<file path="src/hw/rtl/srdf_pkg.sv">
// Shared types, constants and character helpers for the radix display formatter.
`default_nettype none
package srdf_pkg;

  // Widths of the data path
  localparam int NUM_W   = 32;  // input word
  localparam int BASE_W  = 6;   // number base, 2..36
  localparam int MAG_W   = 21;  // in-range magnitude, below 36^4
  localparam int CHAR_W  = 7;   // ASCII code
  localparam int NPOS    = 4;   // display positions
  localparam int DIG_W   = 6;   // one digit, below 36

  // Number base limits
  localparam logic [BASE_W-1:0] BASE_MIN   = 6'd2;
  localparam logic [BASE_W-1:0] BASE_MAX   = 6'd36;
  localparam logic [BASE_W-1:0] BASE_RESET = 6'd10;

  // Queue between front and back
  localparam int Q_DEPTH = 4;
  localparam int Q_PTR_W = $clog2(Q_DEPTH);
  localparam int Q_CNT_W = $clog2(Q_DEPTH + 1);

  // Back pipeline: one quotient bit per stage for digits 3, 2 and 1
  localparam int N_STG = (NPOS - 1) * DIG_W;

  // Settle count loaded by a configuration write while the power registers refresh
  localparam int SETTLE_CYC = 4;
  localparam int SETTLE_W   = 3;

  // Configuration register indexes
  localparam logic CFG_RADIX = 1'b0;
  localparam logic CFG_PAD   = 1'b1;

  // Character codes
  localparam logic [CHAR_W-1:0] CH_ZERO  = 7'h30;
  localparam logic [CHAR_W-1:0] CH_A     = 7'h41;
  localparam logic [CHAR_W-1:0] CH_SPACE = 7'h20;
  localparam logic [CHAR_W-1:0] CH_MINUS = 7'h2D;
  localparam logic [0:NPOS-1][CHAR_W-1:0] TXT_HIGH = {7'h48, 7'h49, 7'h47, 7'h48};
  localparam logic [0:NPOS-1][CHAR_W-1:0] TXT_LOW  = {7'h4C, 7'h4F, 7'h57, 7'h20};

  // Range status codes
  typedef enum logic [1:0] {
    ST_OK   = 2'd0,
    ST_HIGH = 2'd1,
    ST_LOW  = 2'd2
  } status_t;

  // Powers of the base, refreshed from the radix register
  typedef struct packed {
    logic [BASE_W-1:0] b;
    logic [11:0]       b2;
    logic [15:0]       b3;
    logic [MAG_W-1:0]  b4;
  } pow_t;

  // Classified word passed from front to back
  typedef struct packed {
    status_t          status;
    logic             neg;
    logic [MAG_W-1:0] mag;
  } word_t;

  // Digit value to ASCII
  function automatic logic [CHAR_W-1:0] digit_char(input logic [DIG_W-1:0] d);
    logic [CHAR_W-1:0] dx;
    dx = {1'b0, d};
    if (d <= 6'd9) begin
      digit_char = CH_ZERO + dx;
    end else begin
      digit_char = CH_A + dx - 7'd10;
    end
  endfunction

endpackage
`default_nettype wire

</file>
<file path="src/hw/rtl/srdf_front.sv">
// Front end: accepts input words, takes the magnitude and classifies the range.
`default_nettype none
module srdf_front (
  input  wire logic                              clk,
  input  wire logic                              rst_n,
  input  wire logic                              in_valid,
  output logic                                   in_stall,
  input  wire logic signed [srdf_pkg::NUM_W-1:0] in_number,
  input  wire logic                              block,
  input  wire srdf_pkg::pow_t                    pow,
  input  wire logic                              q_full,
  output logic                                   push,
  output srdf_pkg::word_t                        word
);

  logic                         f_valid_r;
  srdf_pkg::word_t              f_word_r;
  srdf_pkg::word_t              f_word_nxt;
  logic                         f_ready;
  logic                         accept;
  logic                         neg;
  logic [srdf_pkg::NUM_W-1:0]   mag;

  // Hand the held word on whenever the queue has room
  assign push     = f_valid_r && !q_full;
  assign f_ready  = !f_valid_r || !q_full;
  assign in_stall = !f_ready || block;
  assign accept   = in_valid && !in_stall;
  assign word     = f_word_r;

  // Take the magnitude and compare against the range limits
  always_comb begin
    neg = in_number[srdf_pkg::NUM_W-1];
    mag = neg ? (~in_number + 32'd1) : in_number;
    f_word_nxt.neg = neg;
    f_word_nxt.mag = mag[srdf_pkg::MAG_W-1:0];
    if (!neg && (mag >= {{(srdf_pkg::NUM_W-srdf_pkg::MAG_W){1'b0}}, pow.b4})) begin
      f_word_nxt.status = srdf_pkg::ST_HIGH;
    end else if (neg && (mag >= {16'd0, pow.b3})) begin
      f_word_nxt.status = srdf_pkg::ST_LOW;
    end else begin
      f_word_nxt.status = srdf_pkg::ST_OK;
    end
  end

  // Hold the classified word until the queue takes it
  always_ff @(posedge clk) begin
    if (!rst_n) begin
      f_valid_r <= 1'b0;
    end else if (f_ready) begin
      f_valid_r <= accept;
    end
  end

  always_ff @(posedge clk) begin
    if (accept) begin
      f_word_r <= f_word_nxt;
    end
  end

endmodule
`default_nettype wire

</file>
<file path="src/hw/rtl/srdf_queue.sv">
// Short queue of classified words between the front and back ends.
`default_nettype none
module srdf_queue (
  input  wire logic            clk,
  input  wire logic            rst_n,
  input  wire logic            push,
  input  wire srdf_pkg::word_t wr_word,
  input  wire logic            pop,
  output srdf_pkg::word_t      rd_word,
  output logic                 empty,
  output logic                 full
);

  srdf_pkg::word_t               mem_r [srdf_pkg::Q_DEPTH];
  logic [srdf_pkg::Q_PTR_W-1:0]  wr_ptr_r;
  logic [srdf_pkg::Q_PTR_W-1:0]  rd_ptr_r;
  logic [srdf_pkg::Q_CNT_W-1:0]  cnt_r;
  logic                          do_push;
  logic                          do_pop;

  assign empty   = (cnt_r == '0);
  assign full    = (cnt_r == srdf_pkg::Q_CNT_W'(srdf_pkg::Q_DEPTH));
  assign do_push = push && !full;
  assign do_pop  = pop && !empty;
  assign rd_word = mem_r[rd_ptr_r];

  // Advance pointers and occupancy
  always_ff @(posedge clk) begin
    if (!rst_n) begin
      wr_ptr_r <= '0;
      rd_ptr_r <= '0;
      cnt_r    <= '0;
    end else begin
      if (do_push) begin
        wr_ptr_r <= wr_ptr_r + 1'b1;
      end
      if (do_pop) begin
        rd_ptr_r <= rd_ptr_r + 1'b1;
      end
      if (do_push && !do_pop) begin
        cnt_r <= cnt_r + 1'b1;
      end else if (do_pop && !do_push) begin
        cnt_r <= cnt_r - 1'b1;
      end
    end
  end

  // Store the incoming word
  always_ff @(posedge clk) begin
    if (do_push) begin
      mem_r[wr_ptr_r] <= wr_word;
    end
  end

endmodule
`default_nettype wire

</file>
<file path="src/hw/rtl/srdf_back.sv">
// Back end: digit extraction pipeline, character formatting and output register.
`default_nettype none
module srdf_back (
  input  wire logic                         clk,
  input  wire logic                         rst_n,
  input  wire srdf_pkg::word_t              q_word,
  input  wire logic                         q_empty,
  output logic                              pop,
  input  wire srdf_pkg::pow_t               pow,
  input  wire logic                         pad,
  output logic                              out_valid,
  input  wire logic                         out_stall,
  output logic [srdf_pkg::CHAR_W-1:0]       out_char_left,
  output logic [srdf_pkg::CHAR_W-1:0]       out_char_second,
  output logic [srdf_pkg::CHAR_W-1:0]       out_char_third,
  output logic [srdf_pkg::CHAR_W-1:0]       out_char_right,
  output logic [1:0]                        out_range_status
);

  localparam int NS = srdf_pkg::N_STG;
  localparam int MW = srdf_pkg::MAG_W;
  localparam int DW = srdf_pkg::DIG_W;

  typedef struct packed {
    srdf_pkg::status_t           status;
    logic                        neg;
    logic [MW-1:0]               rem;
    logic [3:1][DW-1:0]          dig;
  } stage_t;

  stage_t                       st_r [NS];
  logic [NS-1:0]                vld_r;
  logic                         en;

  logic                         out_valid_r;
  logic [srdf_pkg::CHAR_W-1:0]  ch_left_r;
  logic [srdf_pkg::CHAR_W-1:0]  ch_second_r;
  logic [srdf_pkg::CHAR_W-1:0]  ch_third_r;
  logic [srdf_pkg::CHAR_W-1:0]  ch_right_r;
  logic [1:0]                   status_r;

  logic [0:srdf_pkg::NPOS-1][srdf_pkg::CHAR_W-1:0] ch_nxt;
  logic [srdf_pkg::NPOS-1:0][DW-1:0]               dig_all;
  logic [srdf_pkg::NPOS-1:0]                       sig;

  // Advance the whole pipeline whenever the output slot frees up
  assign en  = !out_valid_r || !out_stall;
  assign pop = en && !q_empty;

  // One restoring division step per stage, most significant digit first
  for (genvar s = 0; s < NS; s++) begin : g_stg
    localparam int K = 3 - s / DW;
    localparam int J = (DW - 1) - s % DW;

    stage_t            src;
    logic              src_v;
    stage_t            nxt;
    logic [MW:0]       pk;
    logic [MW:0]       dvs;

    if (s == 0) begin : g_head
      always_comb begin
        src.status = q_word.status;
        src.neg    = q_word.neg;
        src.rem    = q_word.mag;
        src.dig    = '0;
        src_v      = !q_empty;
      end
    end else begin : g_link
      always_comb begin
        src   = st_r[s-1];
        src_v = vld_r[s-1];
      end
    end

    if (K == 3) begin : g_p3
      assign pk = (MW + 1)'(pow.b3);
    end else if (K == 2) begin : g_p2
      assign pk = (MW + 1)'(pow.b2);
    end else begin : g_p1
      assign pk = (MW + 1)'(pow.b);
    end

    always_comb begin
      dvs = pk << J;
      nxt = src;
      if ({1'b0, src.rem} >= dvs) begin
        nxt.rem       = src.rem - dvs[MW-1:0];
        nxt.dig[K][J] = 1'b1;
      end
    end

    always_ff @(posedge clk) begin
      if (!rst_n) begin
        vld_r[s] <= 1'b0;
      end else if (en) begin
        vld_r[s] <= src_v;
      end
    end

    always_ff @(posedge clk) begin
      if (en) begin
        st_r[s] <= nxt;
      end
    end
  end

  // Format the four positions from the finished digits
  always_comb begin
    dig_all[0] = st_r[NS-1].rem[DW-1:0];
    dig_all[1] = st_r[NS-1].dig[1];
    dig_all[2] = st_r[NS-1].dig[2];
    dig_all[3] = st_r[NS-1].dig[3];
    // A position is significant when it or any higher digit is nonzero
    sig[srdf_pkg::NPOS-1] = (dig_all[srdf_pkg::NPOS-1] != '0);
    for (int r = srdf_pkg::NPOS - 2; r >= 0; r--) begin
      sig[r] = sig[r+1] || (dig_all[r] != '0);
    end
    for (int r = 0; r < srdf_pkg::NPOS; r++) begin
      case (st_r[NS-1].status)
        srdf_pkg::ST_HIGH: ch_nxt[3-r] = srdf_pkg::TXT_HIGH[3-r];
        srdf_pkg::ST_LOW:  ch_nxt[3-r] = srdf_pkg::TXT_LOW[3-r];
        srdf_pkg::ST_OK: begin
          if (st_r[NS-1].neg) begin
            // Digits, then one minus sign right above the top digit
            if (sig[r]) begin
              ch_nxt[3-r] = srdf_pkg::digit_char(dig_all[r]);
            end else if (r == 0 || sig[(r == 0) ? 0 : r - 1]) begin
              ch_nxt[3-r] = srdf_pkg::CH_MINUS;
            end else begin
              ch_nxt[3-r] = srdf_pkg::CH_SPACE;
            end
          end else begin
            // Rightmost digit always shows; pad the rest as configured
            if (sig[r] || r == 0) begin
              ch_nxt[3-r] = srdf_pkg::digit_char(dig_all[r]);
            end else if (pad) begin
              ch_nxt[3-r] = srdf_pkg::CH_ZERO;
            end else begin
              ch_nxt[3-r] = srdf_pkg::CH_SPACE;
            end
          end
        end
        default: ch_nxt[3-r] = srdf_pkg::CH_SPACE;
      endcase
    end
  end

  // Output register
  always_ff @(posedge clk) begin
    if (!rst_n) begin
      out_valid_r <= 1'b0;
    end else if (en) begin
      out_valid_r <= vld_r[NS-1];
    end
  end

  always_ff @(posedge clk) begin
    if (en) begin
      ch_left_r   <= ch_nxt[0];
      ch_second_r <= ch_nxt[1];
      ch_third_r  <= ch_nxt[2];
      ch_right_r  <= ch_nxt[3];
      status_r    <= st_r[NS-1].status;
    end
  end

  assign out_valid        = out_valid_r;
  assign out_char_left    = ch_left_r;
  assign out_char_second  = ch_second_r;
  assign out_char_third   = ch_third_r;
  assign out_char_right   = ch_right_r;
  assign out_range_status = status_r;

endmodule
`default_nettype wire

</file>
<file path="src/hw/rtl/signed_radix_display_formatter_unit.sv">
// Top level: configuration registers, base powers, front end, queue and back end.
// Throughput: one word per cycle unless the output stalls or a configuration write holds
// off input; an input word passes the front register and a four-word queue into the back
// end, an 18-stage digit pipeline with one quotient bit per stage, then the output register.
// After a configuration write the input stalls while the base powers refresh.
// Reset (synchronous, rst_n low) empties the pipeline and queue and sets base 10, space pad.
`default_nettype none
module signed_radix_display_formatter_unit (
  input  wire logic                              clk,
  input  wire logic                              rst_n,
  input  wire logic                              in_valid,
  output logic                                   in_stall,
  input  wire logic signed [srdf_pkg::NUM_W-1:0] in_number,
  output logic                                   out_valid,
  input  wire logic                              out_stall,
  output logic [srdf_pkg::CHAR_W-1:0]            out_char_left,
  output logic [srdf_pkg::CHAR_W-1:0]            out_char_second,
  output logic [srdf_pkg::CHAR_W-1:0]            out_char_third,
  output logic [srdf_pkg::CHAR_W-1:0]            out_char_right,
  output logic [1:0]                             out_range_status,
  input  wire logic                              cfg_we,
  input  wire logic                              cfg_index,
  input  wire logic [srdf_pkg::BASE_W-1:0]       cfg_data
);

  logic [srdf_pkg::BASE_W-1:0]   radix_r;
  logic                          pad_r;
  logic [srdf_pkg::BASE_W-1:0]   base_nxt;
  srdf_pkg::pow_t                pow_r;
  logic [11:0]                   b2_nxt;
  logic [17:0]                   b3_prod;
  logic [21:0]                   b4_prod;
  logic [srdf_pkg::SETTLE_W-1:0] settle_r;
  logic                          block;

  logic                          push;
  srdf_pkg::word_t               f_word;
  logic                          q_full;
  logic                          q_empty;
  logic                          pop;
  srdf_pkg::word_t               q_word;

  // Configuration writes
  always_ff @(posedge clk) begin
    if (!rst_n) begin
      radix_r <= srdf_pkg::BASE_RESET;
      pad_r   <= 1'b0;
    end else if (cfg_we) begin
      case (cfg_index)
        srdf_pkg::CFG_RADIX: radix_r <= cfg_data;
        srdf_pkg::CFG_PAD:   pad_r   <= cfg_data[0];
        default: ;
      endcase
    end
  end

  // Clamp the base and build its powers, one multiply per register
  always_comb begin
    if (radix_r < srdf_pkg::BASE_MIN) begin
      base_nxt = srdf_pkg::BASE_MIN;
    end else if (radix_r > srdf_pkg::BASE_MAX) begin
      base_nxt = srdf_pkg::BASE_MAX;
    end else begin
      base_nxt = radix_r;
    end
    b2_nxt  = {6'd0, pow_r.b} * {6'd0, pow_r.b};
    b3_prod = {6'd0, pow_r.b2} * {12'd0, pow_r.b};
    b4_prod = {6'd0, pow_r.b3} * {16'd0, pow_r.b};
  end

  always_ff @(posedge clk) begin
    if (!rst_n) begin
      pow_r.b  <= 6'd10;
      pow_r.b2 <= 12'd100;
      pow_r.b3 <= 16'd1000;
      pow_r.b4 <= 21'd10000;
    end else begin
      pow_r.b  <= base_nxt;
      pow_r.b2 <= b2_nxt;
      pow_r.b3 <= b3_prod[15:0];
      pow_r.b4 <= b4_prod[srdf_pkg::MAG_W-1:0];
    end
  end

  // Hold off input until the powers have caught up with a write
  always_ff @(posedge clk) begin
    if (!rst_n) begin
      settle_r <= '0;
    end else if (cfg_we) begin
      settle_r <= srdf_pkg::SETTLE_W'(srdf_pkg::SETTLE_CYC);
    end else if (settle_r != '0) begin
      settle_r <= settle_r - 1'b1;
    end
  end

  assign block = cfg_we || (settle_r != '0);

  srdf_front u_front (
    .clk       (clk),
    .rst_n     (rst_n),
    .in_valid  (in_valid),
    .in_stall  (in_stall),
    .in_number (in_number),
    .block     (block),
    .pow       (pow_r),
    .q_full    (q_full),
    .push      (push),
    .word      (f_word)
  );

  srdf_queue u_queue (
    .clk     (clk),
    .rst_n   (rst_n),
    .push    (push),
    .wr_word (f_word),
    .pop     (pop),
    .rd_word (q_word),
    .empty   (q_empty),
    .full    (q_full)
  );

  srdf_back u_back (
    .clk              (clk),
    .rst_n            (rst_n),
    .q_word           (q_word),
    .q_empty          (q_empty),
    .pop              (pop),
    .pow              (pow_r),
    .pad              (pad_r),
    .out_valid        (out_valid),
    .out_stall        (out_stall),
    .out_char_left    (out_char_left),
    .out_char_second  (out_char_second),
    .out_char_third   (out_char_third),
    .out_char_right   (out_char_right),
    .out_range_status (out_range_status)
  );

`ifndef NO_ASSERTIONS
  // Queue can never report full and empty together
  a_q_flags: assert property (@(posedge clk) disable iff (!rst_n) !(q_full && q_empty))
    else $error("queue full and empty at once");

  // No word may enter right after a configuration write
  a_cfg_hold: assert property (@(posedge clk) disable iff (!rst_n) cfg_we |=> in_stall)
    else $error("input accepted while base powers refresh");

  // Status code is always one of the three defined codes
  a_status: assert property (@(posedge clk) disable iff (!rst_n)
    out_valid |-> (out_range_status != 2'd3))
    else $error("undefined range status");

  // A stalled result stays valid until taken
  a_out_hold: assert property (@(posedge clk) disable iff (!rst_n)
    (out_valid && out_stall) |=> out_valid)
    else $error("result dropped while stalled");
`endif

endmodule
`default_nettype wire
</file>
<file path="config.mk">
export PLATFORM = sky130hd
export DESIGN_NAME = signed_radix_display_formatter_unit
export DESIGN_NICKNAME = d
export VERILOG_FILES = /design/src/hw/rtl/srdf_pkg.sv /design/src/hw/rtl/srdf_front.sv /design/src/hw/rtl/srdf_queue.sv /design/src/hw/rtl/srdf_back.sv /design/src/hw/rtl/signed_radix_display_formatter_unit.sv
export SDC_FILE = /design/constraint.sdc
export NUM_CORES = 2
export LEC_CHECK = 0
export ABC_AREA = 1
export BUFFER_PORTS_ARGS = -buffer_cell sky130_fd_sc_hd__buf_2
export CORE_ASPECT_RATIO = 2
export CORE_MARGIN = 2
export CORE_UTILIZATION = 32
export CTS_CLUSTER_SIZE = 24
export DETAILED_ROUTE_END_ITERATION = 16
export SLEW_MARGIN = 20
export SYNTH_ARGS = -nofsm -noshare
export SYNTH_HDL_FRONTEND = slang
export SYNTH_SLANG_ARGS = --single-unit
</file>
<file path="constraint.sdc">
create_clock -name clk -period 39 [get_ports clk]
set_clock_uncertainty 0.15 [all_clocks]
set_input_delay 1.95 -clock clk [delete_from_list [all_inputs] [get_ports clk]]
set_output_delay 1.95 -clock clk [all_outputs]
set_load 0.1 [all_outputs]
</file>
# [After elaboration in Yosys (flattened, before gate mapping)]
# Memories as Yosys holds them, arrays and structs flattened. A register that Yosys moved wholly into a read port is not among the register bits.
# Cells that the tools add are included.
[op_classes] muxes=72 n_eq_ne=3 n_addsub=36 n_mul=3 reduce_logical=40 order_cmp=26 bitwise=3
[op_table] op="2-to-1 mux 21 bit" n=17
[op_table] op="2-to-1 mux 7 bit" n=15
[op_table] op="case mux 7 bit (3 select lines)" n=3
[op_table] op=">= comparator 21 x 16 -> 1 bit" n=2
[op_table] op=">= comparator 21 x 17 -> 1 bit" n=2
[op_table] op="subtractor 21 x 16 -> 21 bit" n=2
[op_table] op="subtractor 21 x 17 -> 21 bit" n=2
[op_table] op="adder 32 x 1 -> 32 bit (second input constant)" n=1
[op_table] op=">= comparator 32 x 16 -> 1 bit" n=1
[op_table] op=">= comparator 32 x 21 -> 1 bit" n=1
[op_table] op="2-to-1 mux 32 bit" n=1
[op_table] op="inverter 32 bit" n=1
[op_table] op="adder 6 x 6 -> 7 bit (first input constant)" n=4
[op_table] op="adder 7 x 6 -> 7 bit (first input constant)" n=4
[op_table] op="subtractor 7 x 4 -> 7 bit (second input constant)" n=4
[op_table] op="less-or-equal comparator 6 x 4 -> 1 bit (second input constant)" n=4
[op_table] op="nonzero test 6 bit" n=4
[op_table] op="2-to-1 mux 22 bit" n=1
[op_table] op=">= comparator 21 x 10 -> 1 bit" n=1
[op_table] op=">= comparator 21 x 11 -> 1 bit" n=1
[op_table] op=">= comparator 21 x 12 -> 1 bit" n=1
[op_table] op=">= comparator 21 x 13 -> 1 bit" n=1
[op_table] op=">= comparator 21 x 14 -> 1 bit" n=1
[op_table] op=">= comparator 21 x 15 -> 1 bit" n=1
[op_table] op="other kinds (51)" n=108
[word_totals] wordCells=226 reg_bits=146 mem_bits_rw=852 mem_count=2
[memory_table] name="u_back.st_r" words=18 width=42 rd=18 rd_clocked_by_memory_dff=0 wr=18 line="srdf_back.sv:31" source="stage_t st_r [NS];"
[memory_table] name="u_queue.mem_r" words=4 width=24 rd=1 rd_clocked_by_memory_dff=1 wr=1 line="srdf_queue.sv:14" source="srdf_pkg::word_t mem_r [srdf_pkg::Q_DEPTH];"

# [Depth between registers and ports, before layout]
# An unclocked memory read counts as a cell.
[depth] depth_word=9 depth_mapped=22 depth_no_buf=22

# [Modules after synthesis]
# A second synthesis with hierarchy kept.
[unflattened] cells_unflattened=6762 area_unflattened_um2=54961.5
[modules_own_cells] mod="srdf_back" area_per_inst_um2=39967.1 instances=1 cells_per_inst=4931 seq_area_each_um2=18938.2
[modules_own_cells] mod="signed_radix_display_formatter_unit" area_per_inst_um2=7835.0 instances=1 cells_per_inst=1118 seq_area_each_um2=1281.2
[modules_own_cells] mod="srdf_queue" area_per_inst_um2=4216.5 instances=1 cells_per_inst=302 seq_area_each_um2=3062.9
[modules_own_cells] mod="srdf_front" area_per_inst_um2=2942.8 instances=1 cells_per_inst=411 seq_area_each_um2=740.7

# [Worst setup path after synthesis]
# No wires, ideal clock.
[synth_timing] kind="input to register" from="in out_stall" to="reg u_back.ch_left_r (netlist bit u_back.out_char_left[0]) (enable)" path_stages=2 slack_ps=18754 arrival_time_ps=18875 path_buffers=1 cell_sequence="nand2_1 > clkbuf_1"
[synth_via] elab_chain_cells=2
[synth_lines] element="start, declared" line="signed_radix_display_formatter_unit.sv:15" source="input wire logic out_stall,"
[synth_lines] element="logical NOT 1 bit" line="srdf_back.sv:47" source="assign en = !out_valid_r || !out_stall;"
[synth_lines] element="logical OR 1 bit" line="srdf_back.sv:47"
[synth_lines] element="end signal, assigned" line="srdf_back.sv:160" source="ch_left_r <= ch_nxt[0];"
[synth_lines] element="end, declared" line="srdf_back.sv:36" source="logic [srdf_pkg::CHAR_W-1:0] ch_left_r;"
# No other way between the ends.
# A chain may end at the register's enable or synchronous reset.

==> flow_metrics.tcl <==
set metrics [dict create \
    worstMarginPinSlew_ps 992.9 \
    core_area_sq_um 157000 \
    maxSlewViolCount 0 \
    max_freq_ghz 0.1353 \
    clockRootBuffer "clkbuf_16" \
    ys_top_cells_by_count "1195 x nand2_1, 825 x inv_1, 738 x edfxtp_1" \
    slowest_stage "buf_4" \
    syn_area_sq_um 50420 \
    end_kind "register" \
    gp_congestion 0.8740 \
    critPathRequiredTime_ps 39150 \
    nNetsFinal 6109 \
    fp-row-count 206 \
    dr_total_vias 36650 \
    htreeDepth 3 \
    dp.cells 7609 \
    dp_hpwl_mm 84.70 \
    synthArstFlopShare_pct 0 \
    criticalPathCategory "input pin to register" \
    final_util_pct 35.71 \
    max_stage_delay_ps 860 \
    crit_family "buffers and inverters" \
    ys_types 72 \
    timing.critical_path.buf_inv 7 \
    antenna_left 0 \
    cap_violations 0 \
    power_mw 4.611 \
    grtUsageTotal_pct 14.40 \
    ys.flop_type "edfxtp_1" \
    grt_max_degree 171 \
    path_common_cell "buf_4" \
    clk_pin_slew_ps 60 \
    synth.avg_cell_area_sq_um 9.131 \
    startpoint_type "input pin" \
    hold_class "register to register" \
    drc 0 \
    grt-ovfl-total 0 \
    final_area_sq_um 56050 \
    power_density_nw_per_um2 82.27 \
    ys_ff_latch 831 \
    synthTopCellsByArea "edfxtp_1 44%, nand2_1 8.9%, ha_1 8.3%, inv_1 6.1%, fa_1 4.5%" \
    die_x_um 284.7 \
    post-cts-setup-buffer-count 0 \
    setup_tns_ps 0 \
    place_area_sq_um 53160 \
    grt_pass1_vias 35530 \
    cts_buffer_depth 3 \
    synth-edff-count 738 \
    grt_pass1_wl_mm 187.0 \
    synth_seq_area_share_pct 47.64 \
    areaGrowthSynthToFinish_pct 11.16 \
    cp_max_fo 78 \
    antenna_found_initial 0 \
    path_cells "buf_2 > nand2_4 > buf_4 > buf_4 > buf_4 > buf_4 > buf_4 > buf_4" \
    cts_tree "done" \
    wl_mm 116.3 \
    clock_sinks 831 \
    rsz0062_at_grt "no" \
    netlist.area_leader.share_pct 43.95 \
    place_ws_ps 30780 \
    setup_ws_ps 31610 \
    die_h_um 565.4 \
    place.port_buffers 75 \
    cts_buffers 84 \
    relSlewSlack_pct 33.65 \
    leakagePower_nw 24.35 \
    fin_crit_sh_pct 18.95 \
    synth_warnings 0 \
    peakVddDrop_uv 57.42 \
    first_iter_violations 2527 \
    hold_viol_final 0 \
    fin_cells 7767 \
    synth.most_common_cell "nand2_1" \
    period_needed_ps 7389 \
    clock_latency_ps 690 \
    dieArea_sq_um 161000 \
    start_util_pct 32.12 \
    yosys.area.top_type "edfxtp_1" \
    wl_per_cell_um 14.97 \
    hold_buffers 0 \
    ctsResizeCount 0 \
    whs_ps 240.7 \
    synthCells 5522 \
    status "completed" \
    arrival_ps 7540 \
    drive_above_1_share_pct 6.017 \
    firstDrtPassIters 5 \
    setup_viol 0 \
    avgViaCountPerCell 4.718 \
    io_pins 76 \
]
[layer usage]
metal / GRT usage (%) / vias up / routed length (um)
met5: 0 / - / 0
met4: 4.789 / 0 / 3379
met3: 1.704 / 166 / 4826
met2: 25.21 / 767 / 56670
met1: 18.36 / 17060 / 51420
li1: - / 18660 / -
[path summary, 6_finish.rpt]
| kind | from | to | slack [ps] | cells after the start |
|---|---|---|---|---|
| worst min register to register | u_back.st_r[6][11] | u_back.st_r[7][11] | 240 | 0 |
| worst max-delay path | out_stall | u_back.st_r[2][35] | 31610 | 8 |
| worst min-delay path | u_back.st_r[6][11] | u_back.st_r[7][11] | 240 | 0 |
| worst max register to register | u_back.out_valid | u_back.st_r[2][35] | 32650 | 7 |
[cell usage in the layout, fill, tap and decap left out, types with 23 or more instances in the layout]
cell / instances
o22ai_1: 23
edfxtp_1: 738
nand2_1: 1194
nand3_1: 237
dfxtp_1: 92
ha_1: 336
nor3_1: 62
clkbuf_16: 86
xnor2_1: 122
o21ai_0: 248
a21o_1: 31
nor4_1: 28
a21oi_1: 313
a31oi_1: 24
fa_1: 114
o21ai_1: 143
xor2_1: 138
or2_2: 24
buf_2: 75
nand4_1: 68
inv_1: 825
nor2_1: 476
[power breakdown]
group / switching [mW] / internal, mW / total, mW
clock: 0.366 / 0.478 / 0.844
sequential: 0.216 / 1.43 / 1.65
combinational: 1.36 / 0.761 / 2.12
[worst reg2reg max path: cells and delay by family (launching register included)]
family / cells / cell delay, ps
buf+inv: 6 / 4950
flops: 1 / 330
simple gates: 1 / 480
[cell type report]
type	instances	area [sq um]
Antenna cell	3	7.507
Clock buffer	94	2182
Clock inverter	61	701.9
Fill cell	15830	100900
Inverter	842	3161
Multi-Input combinational cell	3759	22820
Sequential cell	831	24020
Tap cell	2080	2603
Timing Repair Buffer	97	553.0
[cell families (layout without fill, tap and decap cells)]
group	count (synthesis)	in the layout	share of synthesized area (%)
other cells	1	6	0.007437
compound gates	898	898	9.990
flops	831	831	47.64
xor+xnor	260	260	4.516
simple gates	2148	2148	17.78
buf+inv	934	1094	7.198
fa+ha+maj	450	450	12.86
[state kept, by name (all words and copies together) (netlist names), 3 cells and up, named ones only]
register and count:
pow_r 54, radix_r 6, settle_r 3, u_back.g_stg.src_v 17, u_back.out_char_left 7, u_back.out_char_right 7
u_back.out_char_second 7, u_back.out_char_third 7, u_back.st_r 588, u_front.word 24, u_queue.cnt_r 3, u_queue.mem_r 96
Note: power is estimated with default switching activity, not from simulation.
